### src/assert_macros.svh
// Assertion helpers for the RTL, included by skf_ctrl.
`ifndef ASSERT_MACROS_SVH
`define ASSERT_MACROS_SVH

// Clocked check, disabled during reset.
`define ASSERT_CLK(lbl, clk, rst, prop, msg) \
   lbl: assert property (@(posedge clk) disable iff (rst) (prop)) else $error(msg);

// Clocked check on the block's own clock and reset names.
`define ASSERT_STD(lbl, prop, msg) \
   `ASSERT_CLK(lbl, clock, reset, prop, msg)

`endif

### src/skf_pkg.sv
package skf_pkg;

   localparam int DATA_W    = 32;
   localparam int GAIN_BITS = 16;
   localparam int GAIN_W    = GAIN_BITS + 1;              // k in 0..2^GAIN_BITS
   localparam int DIV_STEPS = GAIN_W;                     // one quotient bit a step
   localparam int DIV_CNT_W = $clog2(DIV_STEPS);
   localparam int CSR_IDX_W = 3;

   localparam logic [GAIN_W-1:0] GAIN_ONE = GAIN_W'(1) << GAIN_BITS;

   // register map
   localparam logic [CSR_IDX_W-1:0] CSR_PROCESS_NOISE     = 3'd0;
   localparam logic [CSR_IDX_W-1:0] CSR_MEASUREMENT_NOISE = 3'd1;
   localparam logic [CSR_IDX_W-1:0] CSR_INITIAL_VARIANCE  = 3'd2;
   localparam logic [CSR_IDX_W-1:0] CSR_INITIAL_ESTIMATE  = 3'd3;

   // reset values
   localparam logic [DATA_W-1:0] RST_PROCESS_NOISE     = 32'd655;
   localparam logic [DATA_W-1:0] RST_MEASUREMENT_NOISE = 32'd65536;
   localparam logic [DATA_W-1:0] RST_INITIAL_VARIANCE  = 32'd65536;
   localparam logic [DATA_W-1:0] RST_INITIAL_ESTIMATE  = 32'd0;

   // controller -> datapath
   typedef struct packed {
      logic capture;    // latch the incoming sample
      logic predict;    // p+q, p+q+r, seed divider
      logic div_step;   // one quotient bit
      logic multiply;   // register both products
      logic update;     // write state and result word
   } cmd_type;

endpackage

### src/scalar_kalman_filter.sv
// A captured sample passes predict, the divide steps and multiply; update sets rsp_valid.
// One sample at a time, taken only in idle; the 17-step restoring divider sets the spacing.
// The result word waits in an output register, stalling only if it is still unread at update.
// Reset (synchronous, active high): registers take their defaults, state reloads from them.
// Any config write to a known index also reloads estimate and variance.
module scalar_kalman_filter (
   input  logic                              clock,
   input  logic                              reset,
   // sample channel
   input  logic                              req_valid,
   output logic                              req_stall,
   input  logic signed [skf_pkg::DATA_W-1:0] req_sample_value,
   // result channel
   output logic                              rsp_valid,
   input  logic                              rsp_stall,
   output logic signed [skf_pkg::DATA_W-1:0] rsp_filtered_value,
   // register write port
   input  logic                              csr_valid,
   output logic                              csr_ready,
   input  logic [skf_pkg::CSR_IDX_W-1:0]     csr_index,
   input  logic [skf_pkg::DATA_W-1:0]        csr_data
);

   skf_pkg::cmd_type cmd;
   logic             csr_we;

   // writes are taken only between words
   assign csr_we = csr_valid && csr_ready;

   // sequencer: accept, predict, 17 divide steps, multiply, update
   skf_ctrl u_ctrl (
      .clock     (clock),
      .reset     (reset),
      .req_valid (req_valid),
      .req_stall (req_stall),
      .rsp_valid (rsp_valid),
      .rsp_stall (rsp_stall),
      .csr_ready (csr_ready),
      .cmd       (cmd)
   );

   // registers, filter state, divider, multipliers, result word
   skf_dpath u_dpath (
      .clock              (clock),
      .reset              (reset),
      .cmd                (cmd),
      .req_sample_value   (req_sample_value),
      .csr_we             (csr_we),
      .csr_index          (csr_index),
      .csr_data           (csr_data),
      .rsp_filtered_value (rsp_filtered_value)
   );

endmodule

### src/skf_ctrl.sv
`include "assert_macros.svh"

module skf_ctrl (
   input  logic              clock,
   input  logic              reset,
   input  logic              req_valid,
   output logic              req_stall,
   output logic              rsp_valid,
   input  logic              rsp_stall,
   output logic              csr_ready,
   output skf_pkg::cmd_type  cmd
);

   typedef enum logic [2:0] {
      ST_IDLE,
      ST_PRED,
      ST_DIV,
      ST_MUL,
      ST_UPD
   } state_type;

   state_type                      state_ff, state_in;
   logic [skf_pkg::DIV_CNT_W-1:0]  cnt_ff, cnt_in;
   logic                           rsp_valid_ff, rsp_valid_in;
   logic                           slot_free;

   assign slot_free = !rsp_valid_ff || !rsp_stall;
   assign req_stall = (state_ff != ST_IDLE);
   assign csr_ready = (state_ff == ST_IDLE);
   assign rsp_valid = rsp_valid_ff;

   always_comb begin
      state_in     = state_ff;
      cnt_in       = cnt_ff;
      cmd          = '0;
      rsp_valid_in = rsp_valid_ff && rsp_stall;
      unique case (state_ff)
         ST_IDLE: begin
            if (req_valid) begin
               cmd.capture = 1'b1;
               state_in    = ST_PRED;
            end
         end
         ST_PRED: begin
            cmd.predict = 1'b1;
            cnt_in      = skf_pkg::DIV_CNT_W'(skf_pkg::DIV_STEPS - 1);
            state_in    = ST_DIV;
         end
         ST_DIV: begin
            cmd.div_step = 1'b1;
            cnt_in       = cnt_ff - 1'b1;
            if (cnt_ff == '0) begin
               state_in = ST_MUL;
            end
         end
         ST_MUL: begin
            cmd.multiply = 1'b1;
            state_in     = ST_UPD;
         end
         ST_UPD: begin
            if (slot_free) begin
               cmd.update   = 1'b1;
               rsp_valid_in = 1'b1;
               state_in     = ST_IDLE;
            end
         end
         default: state_in = ST_IDLE;
      endcase
   end

   always_ff @(posedge clock) begin
      if (reset) begin
         state_ff     <= ST_IDLE;
         cnt_ff       <= '0;
         rsp_valid_ff <= 1'b0;
      end else begin
         state_ff     <= state_in;
         cnt_ff       <= cnt_in;
         rsp_valid_ff <= rsp_valid_in;
      end
   end

   `ASSERT_STD(a_busy_after_accept, (req_valid && !req_stall) |=> req_stall, "accept not followed by busy")
   `ASSERT_STD(a_no_overwrite, (rsp_valid_ff && rsp_stall) |-> !cmd.update, "pending result overwritten")
   `ASSERT_STD(a_update_shows, cmd.update |=> rsp_valid_ff, "update without result word")
   `ASSERT_STD(a_div_enters_full, (state_ff == ST_PRED) |=> (state_ff == ST_DIV && cnt_ff == skf_pkg::DIV_CNT_W'(skf_pkg::DIV_STEPS - 1)), "divider not seeded")

endmodule

### src/skf_dpath.sv
module skf_dpath (
   input  logic                           clock,
   input  logic                           reset,
   input  skf_pkg::cmd_type               cmd,
   input  logic signed [skf_pkg::DATA_W-1:0] req_sample_value,
   input  logic                           csr_we,
   input  logic [skf_pkg::CSR_IDX_W-1:0]  csr_index,
   input  logic [skf_pkg::DATA_W-1:0]     csr_data,
   output logic signed [skf_pkg::DATA_W-1:0] rsp_filtered_value
);

   localparam int W  = skf_pkg::DATA_W;
   localparam int GW = skf_pkg::GAIN_W;
   localparam int PXW = GW + 1 + W + 1;      // signed k times 33-bit innovation
   localparam int PPW = GW + W;              // (1-k) times variance

   // configuration
   logic [W-1:0] q_ff, q_in, r_ff, r_in, pinit_ff, pinit_in, xinit_ff, xinit_in;
   logic         reload;
   // filter state
   logic [W-1:0]        var_ff, var_in;
   logic signed [W-1:0] est_ff, est_in;
   // per-word working registers
   logic signed [W-1:0] samp_ff;
   logic [W-1:0]        pp_ff;
   logic [W:0]          den_ff;
   logic                den_zero_ff;
   logic [W+1:0]        rem_ff;
   logic [GW-1:0]       quo_ff;
   logic signed [PXW-1:0] px_ff;
   logic [PPW-1:0]      pv_ff;
   logic signed [W-1:0] out_ff;

   // combinational
   logic [W:0]          pp_sum, den_sum;
   logic [W-1:0]        pp_sat;
   logic [W+2:0]        trial;
   logic                qbit;
   logic [W+1:0]        rem_keep;
   logic [GW-1:0]       k;
   logic signed [W:0]   inn;
   logic signed [GW:0]  k_s;
   logic signed [PXW-1:0] px_rnd;
   logic signed [PXW-GW:0] adj;
   logic signed [W+3:0] xsum;
   logic signed [W-1:0] x_new;
   logic [PPW-1:0]      pv_rnd;

   // config write decode; any known index reloads the state
   always_comb begin
      q_in     = q_ff;
      r_in     = r_ff;
      pinit_in = pinit_ff;
      xinit_in = xinit_ff;
      reload   = 1'b0;
      if (csr_we) begin
         unique case (csr_index)
            skf_pkg::CSR_PROCESS_NOISE: begin
               q_in = csr_data; reload = 1'b1;
            end
            skf_pkg::CSR_MEASUREMENT_NOISE: begin
               r_in = csr_data; reload = 1'b1;
            end
            skf_pkg::CSR_INITIAL_VARIANCE: begin
               pinit_in = csr_data; reload = 1'b1;
            end
            skf_pkg::CSR_INITIAL_ESTIMATE: begin
               xinit_in = csr_data; reload = 1'b1;
            end
            default: reload = 1'b0;
         endcase
      end
   end

   // predict: saturating p+q, then exact 33-bit denominator
   assign pp_sum  = {1'b0, var_ff} + {1'b0, q_ff};
   assign pp_sat  = pp_sum[W] ? '1 : pp_sum[W-1:0];
   assign den_sum = {1'b0, pp_sat} + {1'b0, r_ff};

   // restoring divider, fractional form: remainder seeded with pp <= den
   assign trial    = {1'b0, rem_ff} - {2'b00, den_ff};
   assign qbit     = !trial[W+2];
   assign rem_keep = qbit ? trial[W+1:0] : rem_ff;

   assign k   = den_zero_ff ? '0 : quo_ff;
   assign inn = {samp_ff[W-1], samp_ff} - {est_ff[W-1], est_ff};
   assign k_s = {1'b0, k};

   // round half up, floor shift
   assign px_rnd = px_ff + PXW'(32'sd1 <<< (skf_pkg::GAIN_BITS - 1));
   assign adj    = px_rnd[PXW-1:skf_pkg::GAIN_BITS];
   assign xsum   = (W+4)'(est_ff) + (W+4)'(adj);
   // signed clamp to the 32-bit range
   always_comb begin
      if (xsum > (W+4)'($signed({1'b0, {(W-1){1'b1}}}))) begin
         x_new = {1'b0, {(W-1){1'b1}}};
      end else if (xsum < (W+4)'($signed({1'b1, {(W-1){1'b0}}}))) begin
         x_new = {1'b1, {(W-1){1'b0}}};
      end else begin
         x_new = xsum[W-1:0];
      end
   end

   assign pv_rnd = pv_ff + (PPW'(1) << (skf_pkg::GAIN_BITS - 1));

   always_comb begin
      var_in = var_ff;
      est_in = est_ff;
      if (reload) begin
         var_in = pinit_in;
         est_in = xinit_in;
      end else if (cmd.update) begin
         var_in = pv_rnd[skf_pkg::GAIN_BITS +: W];
         est_in = x_new;
      end
   end

   always_ff @(posedge clock) begin
      if (reset) begin
         q_ff     <= skf_pkg::RST_PROCESS_NOISE;
         r_ff     <= skf_pkg::RST_MEASUREMENT_NOISE;
         pinit_ff <= skf_pkg::RST_INITIAL_VARIANCE;
         xinit_ff <= skf_pkg::RST_INITIAL_ESTIMATE;
         var_ff   <= skf_pkg::RST_INITIAL_VARIANCE;
         est_ff   <= skf_pkg::RST_INITIAL_ESTIMATE;
      end else begin
         q_ff     <= q_in;
         r_ff     <= r_in;
         pinit_ff <= pinit_in;
         xinit_ff <= xinit_in;
         var_ff   <= var_in;
         est_ff   <= est_in;
      end
   end

   // working registers, no reset
   always_ff @(posedge clock) begin
      if (cmd.capture) begin
         samp_ff <= req_sample_value;
      end
      if (cmd.predict) begin
         pp_ff       <= pp_sat;
         den_ff      <= den_sum;
         den_zero_ff <= (den_sum == '0);
         rem_ff      <= {2'b00, pp_sat};
         quo_ff      <= '0;
      end
      if (cmd.div_step) begin
         rem_ff <= {rem_keep[W:0], 1'b0};
         quo_ff <= {quo_ff[GW-2:0], qbit};
      end
      if (cmd.multiply) begin
         px_ff <= PXW'(k_s) * PXW'(inn);
         pv_ff <= PPW'(skf_pkg::GAIN_ONE - k) * PPW'(pp_ff);
      end
      if (cmd.update) begin
         out_ff <= x_new;
      end
   end

   assign rsp_filtered_value = out_ff;

endmodule

### config.mk
export PLATFORM = sky130hd
export DESIGN_NAME = scalar_kalman_filter
export DESIGN_NICKNAME = d
export VERILOG_FILES = /design/src/skf_pkg.sv /design/src/scalar_kalman_filter.sv /design/src/skf_ctrl.sv /design/src/skf_dpath.sv
export VERILOG_INCLUDE_DIRS = /design/src /design/src/src
export SDC_FILE = /design/constraint.sdc
export NUM_CORES = 2
export LEC_CHECK = 0
export BUFFER_PORTS_ARGS = -buffer_cell sky130_fd_sc_hd__buf_4
export CAP_MARGIN = 20
export CORE_MARGIN = 5
export CORE_UTILIZATION = 45
export CTS_BUF_LIST = sky130_fd_sc_hd__clkbuf_8
export CTS_CLUSTER_SIZE = 14
export DETAILED_ROUTE_END_ITERATION = 16
export SETUP_SLACK_MARGIN = 0.5
export SLEW_MARGIN = 20
export SYNTH_ARGS = -nofsm -noshare
export SYNTH_HDL_FRONTEND = slang
export SYNTH_SLANG_ARGS = --single-unit
export TNS_END_PERCENT = 10
### constraint.sdc
create_clock -name clock -period 11.19 [get_ports clock]
set_input_delay 2.238 -clock clock [delete_from_list [all_inputs] [get_ports clock]]
set_output_delay 2.238 -clock clock [all_outputs]
set_load 0.01 [all_outputs]
# Word level (Yosys, flattened, before mapping)
# Index checks and enable logic that the tools add are counted.
# Widths: inputs -> output; s select.
[totals]
ff_bits = 481
wordCells = 93
n_memories = 0
mem_bits_rw = 0
mem_bits_ro = 0
output_inout_bits = 35
latchBits = 0
[classes]
order_cmp = 2
n_div = 0
addsub = 9
n_reduce_logical = 18
n_shift = 0
eq_ne = 10
multipliers = 2
n_mux = 33
n_bitwise = 0
[op_table]
columns = ["op", "count"]
rows = [
  ["$mux 32", 11],
  ["$mux 34", 2],
  ["$add 32x32->33", 2],
  ["$add 51x17->51 const B", 1],
  ["$mul 18x33->51", 1],
  ["$mux 17", 3],
  ["$mul 49x32->48", 1],
  ["$add 48x16->48 const B", 1],
  ["$add 32x35->36", 1],
  ["$gt 36x32->1 const B", 1],
  ["$lt 36x32->1 const B", 1],
  ["$sub 34x33->35", 1],
  ["$logic_not 33->1", 1],
  ["$mux 33", 1],
  ["$sub 32x32->33", 1],
  ["$sub 17x17->18 const A", 1],
  ["$pmux 3 s5", 1],
  ["$eq 3x2->1 const B", 4],
  ["$mux 1", 11],
  ["$pmux 5 s2", 1],
  ["$mux 3", 3],
  ["$eq 3x1->1 const B", 2],
  ["$logic_not 3->1", 2],
  ["$reduce_bool 2->1", 3],
  ["other kinds (12)", 17],
]

# Logic depth before layout (Yosys ltp)
[depth]
ltp_word = 7
depth_mapped = 37
ltp_nobuf = 37

# Hierarchy
# From an unflattened synthesis, not the netlist that was laid out.
[hier_totals]
cells_unflattened = 7076
hier_area_um2 = 63106.8
[by_module_without_submodules]
columns = ["mod", "area_each_um2", "seq_area_each_um2", "n_inst", "cells_each"]
rows = [
  ["skf_dpath", 62575.0, 11340.9, 1, 7005],
  ["skf_ctrl", 525.5, 180.2, 1, 70],
  ["scalar_kalman_filter", 6.3, 0.0, 1, 1],
]

# Worst setup path after synthesis
# No wires, ideal clock.
[synth_timing]
path_type = "flip-flop to flip-flop"
startpoint = "reg u_dpath.den_zero_ff"
endpoint = "reg u_dpath.pv_ff[41] (data pin)"
n_path_buf = 2
required_time_ns = 10.925
stages_incl_launch_ff = 35
arrival_ns = 8.741
setup_slack_ns = 2.184
path_cell_list = "edfxtp_1 -> clkbuf_1 -> nor2b_1 -> inv_1 -> ha_1 -> nand3_1 -> nor3_1 -> nand2_1 -> nor3_1 -> xnor2_1 -> clkbuf_1 -> nand2_1 -> fa_1 -> inv_1 -> fa_1 -> inv_1 -> fa_1 -> inv_1 -> fa_1 -> inv_1 -> fa_1 -> inv_1 -> fa_1 -> fa_1 -> fa_1 -> ha_1 -> a21o_1 -> o41ai_1 -> o2111ai_1 -> a31oi_2 -> o21ai_1 -> a21o_1 -> a21oi_1 -> o21ai_0 -> xor2_1"
[synth_via]
elab_chain_cells = 3
[synth_rtl]
columns = ["item", "line", "text"]
rows = [
  ["start, declared", "skf_dpath.sv:27", "logic den_zero_ff;"],
  ["start signal, assigned", "skf_dpath.sv:144", "den_zero_ff <= (den_sum == '0);"],
  ["$mux 17", "skf_dpath.sv:85", "assign k = den_zero_ff ? '0 : quo_ff;"],
  ["$sub 17x17->18", "skf_dpath.sv:154", "pv_ff <= PPW'(skf_pkg::GAIN_ONE - k) * PPW'(pp_ff);"],
  ["$mul 49x32->48", "skf_dpath.sv:154", ""],
  ["end signal, assigned", "skf_dpath.sv:154", ""],
  ["end, declared", "skf_dpath.sv:31", "logic [PPW-1:0] pv_ff;"],
]
# No other way between the ends.
# A chain may end at the register's enable or synchronous reset.

# Final worst setup path
[layout_timing]
startpoint = "reg u_dpath.est_ff[1]"
endpoint = "reg u_dpath.px_ff[50] (data pin)"
[layout_via]
elab_chain_cells = 2
[layout_rtl]
columns = ["item", "line", "text"]
rows = [
  ["start, declared", "skf_dpath.sv:22", "logic signed [W-1:0] est_ff, est_in;"],
  ["start signal, assigned", "skf_dpath.sv:125", "est_ff <= skf_pkg::RST_INITIAL_ESTIMATE;"],
  ["start signal, assigned", "skf_dpath.sv:132", "est_ff <= est_in;"],
  ["$sub 32x32->33", "skf_dpath.sv:86", "assign inn = {samp_ff[W-1], samp_ff} - {est_ff[W-1], est_ff};"],
  ["$mul 18x33->51", "skf_dpath.sv:153", "px_ff <= PXW'(k_s) * PXW'(inn);"],
  ["end signal, assigned", "skf_dpath.sv:153", ""],
  ["end, declared", "skf_dpath.sv:30", "logic signed [PXW-1:0] px_ff;"],
]
# No other way between the ends.

==> out/results.tsv <==
metric	value	unit
Num CTS Buffers	78	
via count	49500	
crit path launch type	flip-flop	
R2R Path End	u_dpath.px_ff[50]$_DFFE_PP_	
# DRC	0	
Ports	107	
Fin Setup TNS	0	ns
Via density	5.42	
dpl cells	8972	
gr usage total	0.263	
Worst Path Max Fanout	7	
area of the die	155000	um2
Post-synth top flop	edfxtp_1	
H-tree levels	3	
Distinct cells, synth	96	
setup slack, reg-to-reg	0.83	ns
die width	393	um
crit path launch	u_dpath.est_ff[1]$_SDFFE_PP0P_	
number of flops mapped to enable cells by yosys	249	
vias in the first global route	52900	
yosys warns	0	
register area share after synthesis	0.174	
proportion of layout cells with a drive suffix above 1	0.0626	
GRT Residual Overflow	0	
Core Util, Final	0.487	
CP max stage delay	0.94	ns
Final Hold Vio Count	0	
outcome	complete, no violations	
fmax	96.5	MHz
main combinational cell family by area after synthesis	adder cells	
DP HPWL	159000	um
part of the cycle the worst path needs	0.926	
reg2reg path depth	35	
post-synthesis mux area share	0.0121	
worst-margin pin slew	1.17	ns
RR Startpoint	u_dpath.est_ff[1]$_SDFFE_PP0P_	
Max Slew Vio Count	0	
Detailed Route WL	199000	um
Max-Slew Margin vs Limit	0.214	
synthesized area	66100	um2
met3 Track Usage GR	0.0511	
Root Buffer	clkbuf_8	
PortBufs	106	
Worst Setup EP	u_dpath.px_ff[50]$_DFFE_PP_	
fin nets	8807	
Area after DPL	69400	um2
Worst Skew	0.0619	ns
Post-Layout Cell Count	9124	
Syn Nets	8790	
Wirelength per Cell	21.8	um
Post-Synth XOR/XNOR Area	0.0464	
maximum clock insertion buffer count	3	
Critical Path RT	11.65	ns
GRT Max-Usage Layer	met2	
RSZ-0062 raised after global routing	yes	
DIE HEIGHT	393	um
CTS tree	done	
max-cap violation count	0	
later-pin clock latency in the skew report	0.76	ns
simple logic cell fraction of the synthesized area	0.150	
core area	146000	um2
antenna violations before repair	8	
HP Class	flip-flop to flip-flop	
met2 usage	0.439	
Area growth, synth to finish	7.47	%
ys async rst share	0	
complex-gate fraction of the synthesized area	0.0948	
critical path capture point type	flip-flop	
minimum clock period	10.36	ns
GPL Wtd Cong	0.935	
slowest CP cell	xnor2_1	
Iteration-0 DRC Markers	3114	
Post-DRT Antenna Nets	0	
syn avg cell area	9.28	um2
WS Path Type	flip-flop to flip-flop	
Clock transition at path regs	0.06	ns
Filler Cell Count	14000	
Final Cell Area	71000	um2
largest net degree at the start of global routing	113	
Critical Path Most Common Cell	fa_1	
FP Rows	140	
Hold Buf Count CTS	0	
global-route wire length before repair	309000	um
CTS sink count	451	
Pre-Repair DR Iteration Count	6	
crit path DAT	10.82	ns
met1 Use GR	0.334	
synthesized flop and latch total	451	
initial core utilization	0.453	
adder-cell share of the synthesized area	0.434	
setup violators final	0	
post-synthesis cell count	7124	
-- cell type report --
type                            instances  area, um2  share of cell area
Inverter                             1246       4680              0.0658
Timing Repair Buffer                  239       1840              0.0258
Clock inverter                         55        420             0.00592
Clock buffer                           84       1160              0.0163
Tap cell                             1917       2400              0.0338
Antenna cell                            7       17.5            0.000247
Multi-Input combinational cell       5125      49000               0.690
Sequential cell                       451      11500               0.162
-- sequential cells by signal, indices dropped and copies added (netlist names), 32 cells and up --
name and flops:
u_dpath.px_ff 36, u_dpath.rem_ff 34, u_dpath.den_ff 33, u_dpath.pv_ff 33, u_dpath.est_ff 32, u_dpath.pinit_ff 32, u_dpath.pp_ff 32, u_dpath.q_ff 32
u_dpath.r_ff 32, u_dpath.rsp_filtered_value 32, u_dpath.samp_ff 32, u_dpath.var_ff 32, u_dpath.xinit_ff 32
-- routing by layer --
layer	routed length, um	vias up
met5	13	-
met4	10200	2
met3	13600	466
met2	95500	1587
met1	80000	25000
li1	-	22500
-- worst min path at each step --
stage                                             start                            end  slack, ns  depth (start not counted)
after global placement    u_dpath.q_ff[15]$_SDFFE_PP0P_  u_dpath.q_ff[15]$_SDFFE_PP0P_       0.45                          2
after global routing      u_dpath.q_ff[30]$_SDFFE_PP0P_  u_dpath.q_ff[30]$_SDFFE_PP0P_       0.48                          2
after detailed placement  u_dpath.q_ff[30]$_SDFFE_PP0P_  u_dpath.q_ff[30]$_SDFFE_PP0P_       0.45                          2
after floorplan           u_ctrl.cnt_ff[4]$_SDFFE_PP0P_  u_ctrl.cnt_ff[4]$_SDFFE_PP0P_       0.43                          1
after CTS                 u_dpath.q_ff[30]$_SDFFE_PP0P_  u_dpath.q_ff[30]$_SDFFE_PP0P_       0.46                          2
final                     u_dpath.q_ff[30]$_SDFFE_PP0P_  u_dpath.q_ff[30]$_SDFFE_PP0P_       0.46                          2
-- layout by cell type (no fill, tap or decap), types with 20 or more instances in the layout --
cell type  synthesis  final
xnor2_1          246    224
a211oi_1          30     30
ha_1             437    437
o21a_1            55     54
edfxtp_1         249    249
and2_1           351    349
a31oi_1           31     31
o2bb2ai_1         22     22
mux2i_1           80     80
fa_1            1157   1157
nand2b_1          65     65
and4_1            20     20
a211o_1           45     45
o21ai_0          162    161
nand2_1          861    860
and3_1            39     39
buf_4              5    235
xor2_1           104    103
a21o_1            88     88
a221oi_1          24     24
nand3_1           61     59
o21bai_1          34     34
nand4_1           39     39
dfxtp_1          202    202
xnor2_2            0     21
nor3_1            55     54
nor2_1           541    539
clkbuf_8           0     84
inv_1           1244   1274
a21oi_1          316    315
nor2b_1           40     30
-- critical path, delay by kind of cell, from the launching register on --
kind,cells,cell delay (ns)
flops,1,0.40
compound gates,13,3.27
fa+ha+maj,8,3.72
simple gates,6,1.15
xor+xnor,2,1.02
buf+inv,6,0.53
-- metrics by stage --
stage	setup WS (ns)	hold WS [ns]
global route	0.409	0.482
detailed placement	0.803	0.452
global placement	0.988	0.446
finish	0.830	0.460
CTS	0.755	0.460
floorplan	2.18	0.434
-- cells by family (layout without fill, tap and decap cells) --
logic type | after synthesis | after routing
xor gates and xnor gates | 350 | 350
buffers and inverters | 1548 | 1624
DFF | 451 | 451
AOI/OAI and AO/OA | 953 | 953
adders and majority gates | 1600 | 1600
and+or+nand+nor | 2142 | 2142
muxes | 80 | 80
other | 0 | 7
-- cell usage after synthesis, drive strengths merged, types with 23 or more instances --
cell,instances,area [um2]
inv,1244,4670
fa,1157,23200
nand2,861,3230
nor2,541,2030
ha,437,5470
and2,352,2200
a21oi,319,1620
clkbuf,279,1050
edfxtp,249,7480
xnor2,246,2150
dfxtp,202,4040
o21ai,170,858
xor2,104,911
a21o,90,678
mux2i,80,801
nand2b,65,407
nand3,61,305
nor3,55,275
o21a,55,413
a211o,45,394
nor2b,40,250
and3,39,244
nand4,39,244
o21bai,34,255
a211oi,33,263
a31oi,33,228
a221oi,26,240
buf,23,138
-- what timing repair did --
| action | CTS | global route |
|---|---|---|
| endpoints found under the setup margin | 0 | 9 |
| buffers inserted | 0 | 5 |
| gates resized for setup | 0 | 1 |
Power is left out: the tool's default activity adds up to more than one toggle a clock period on the data nets, which glitch-free logic cannot reach.
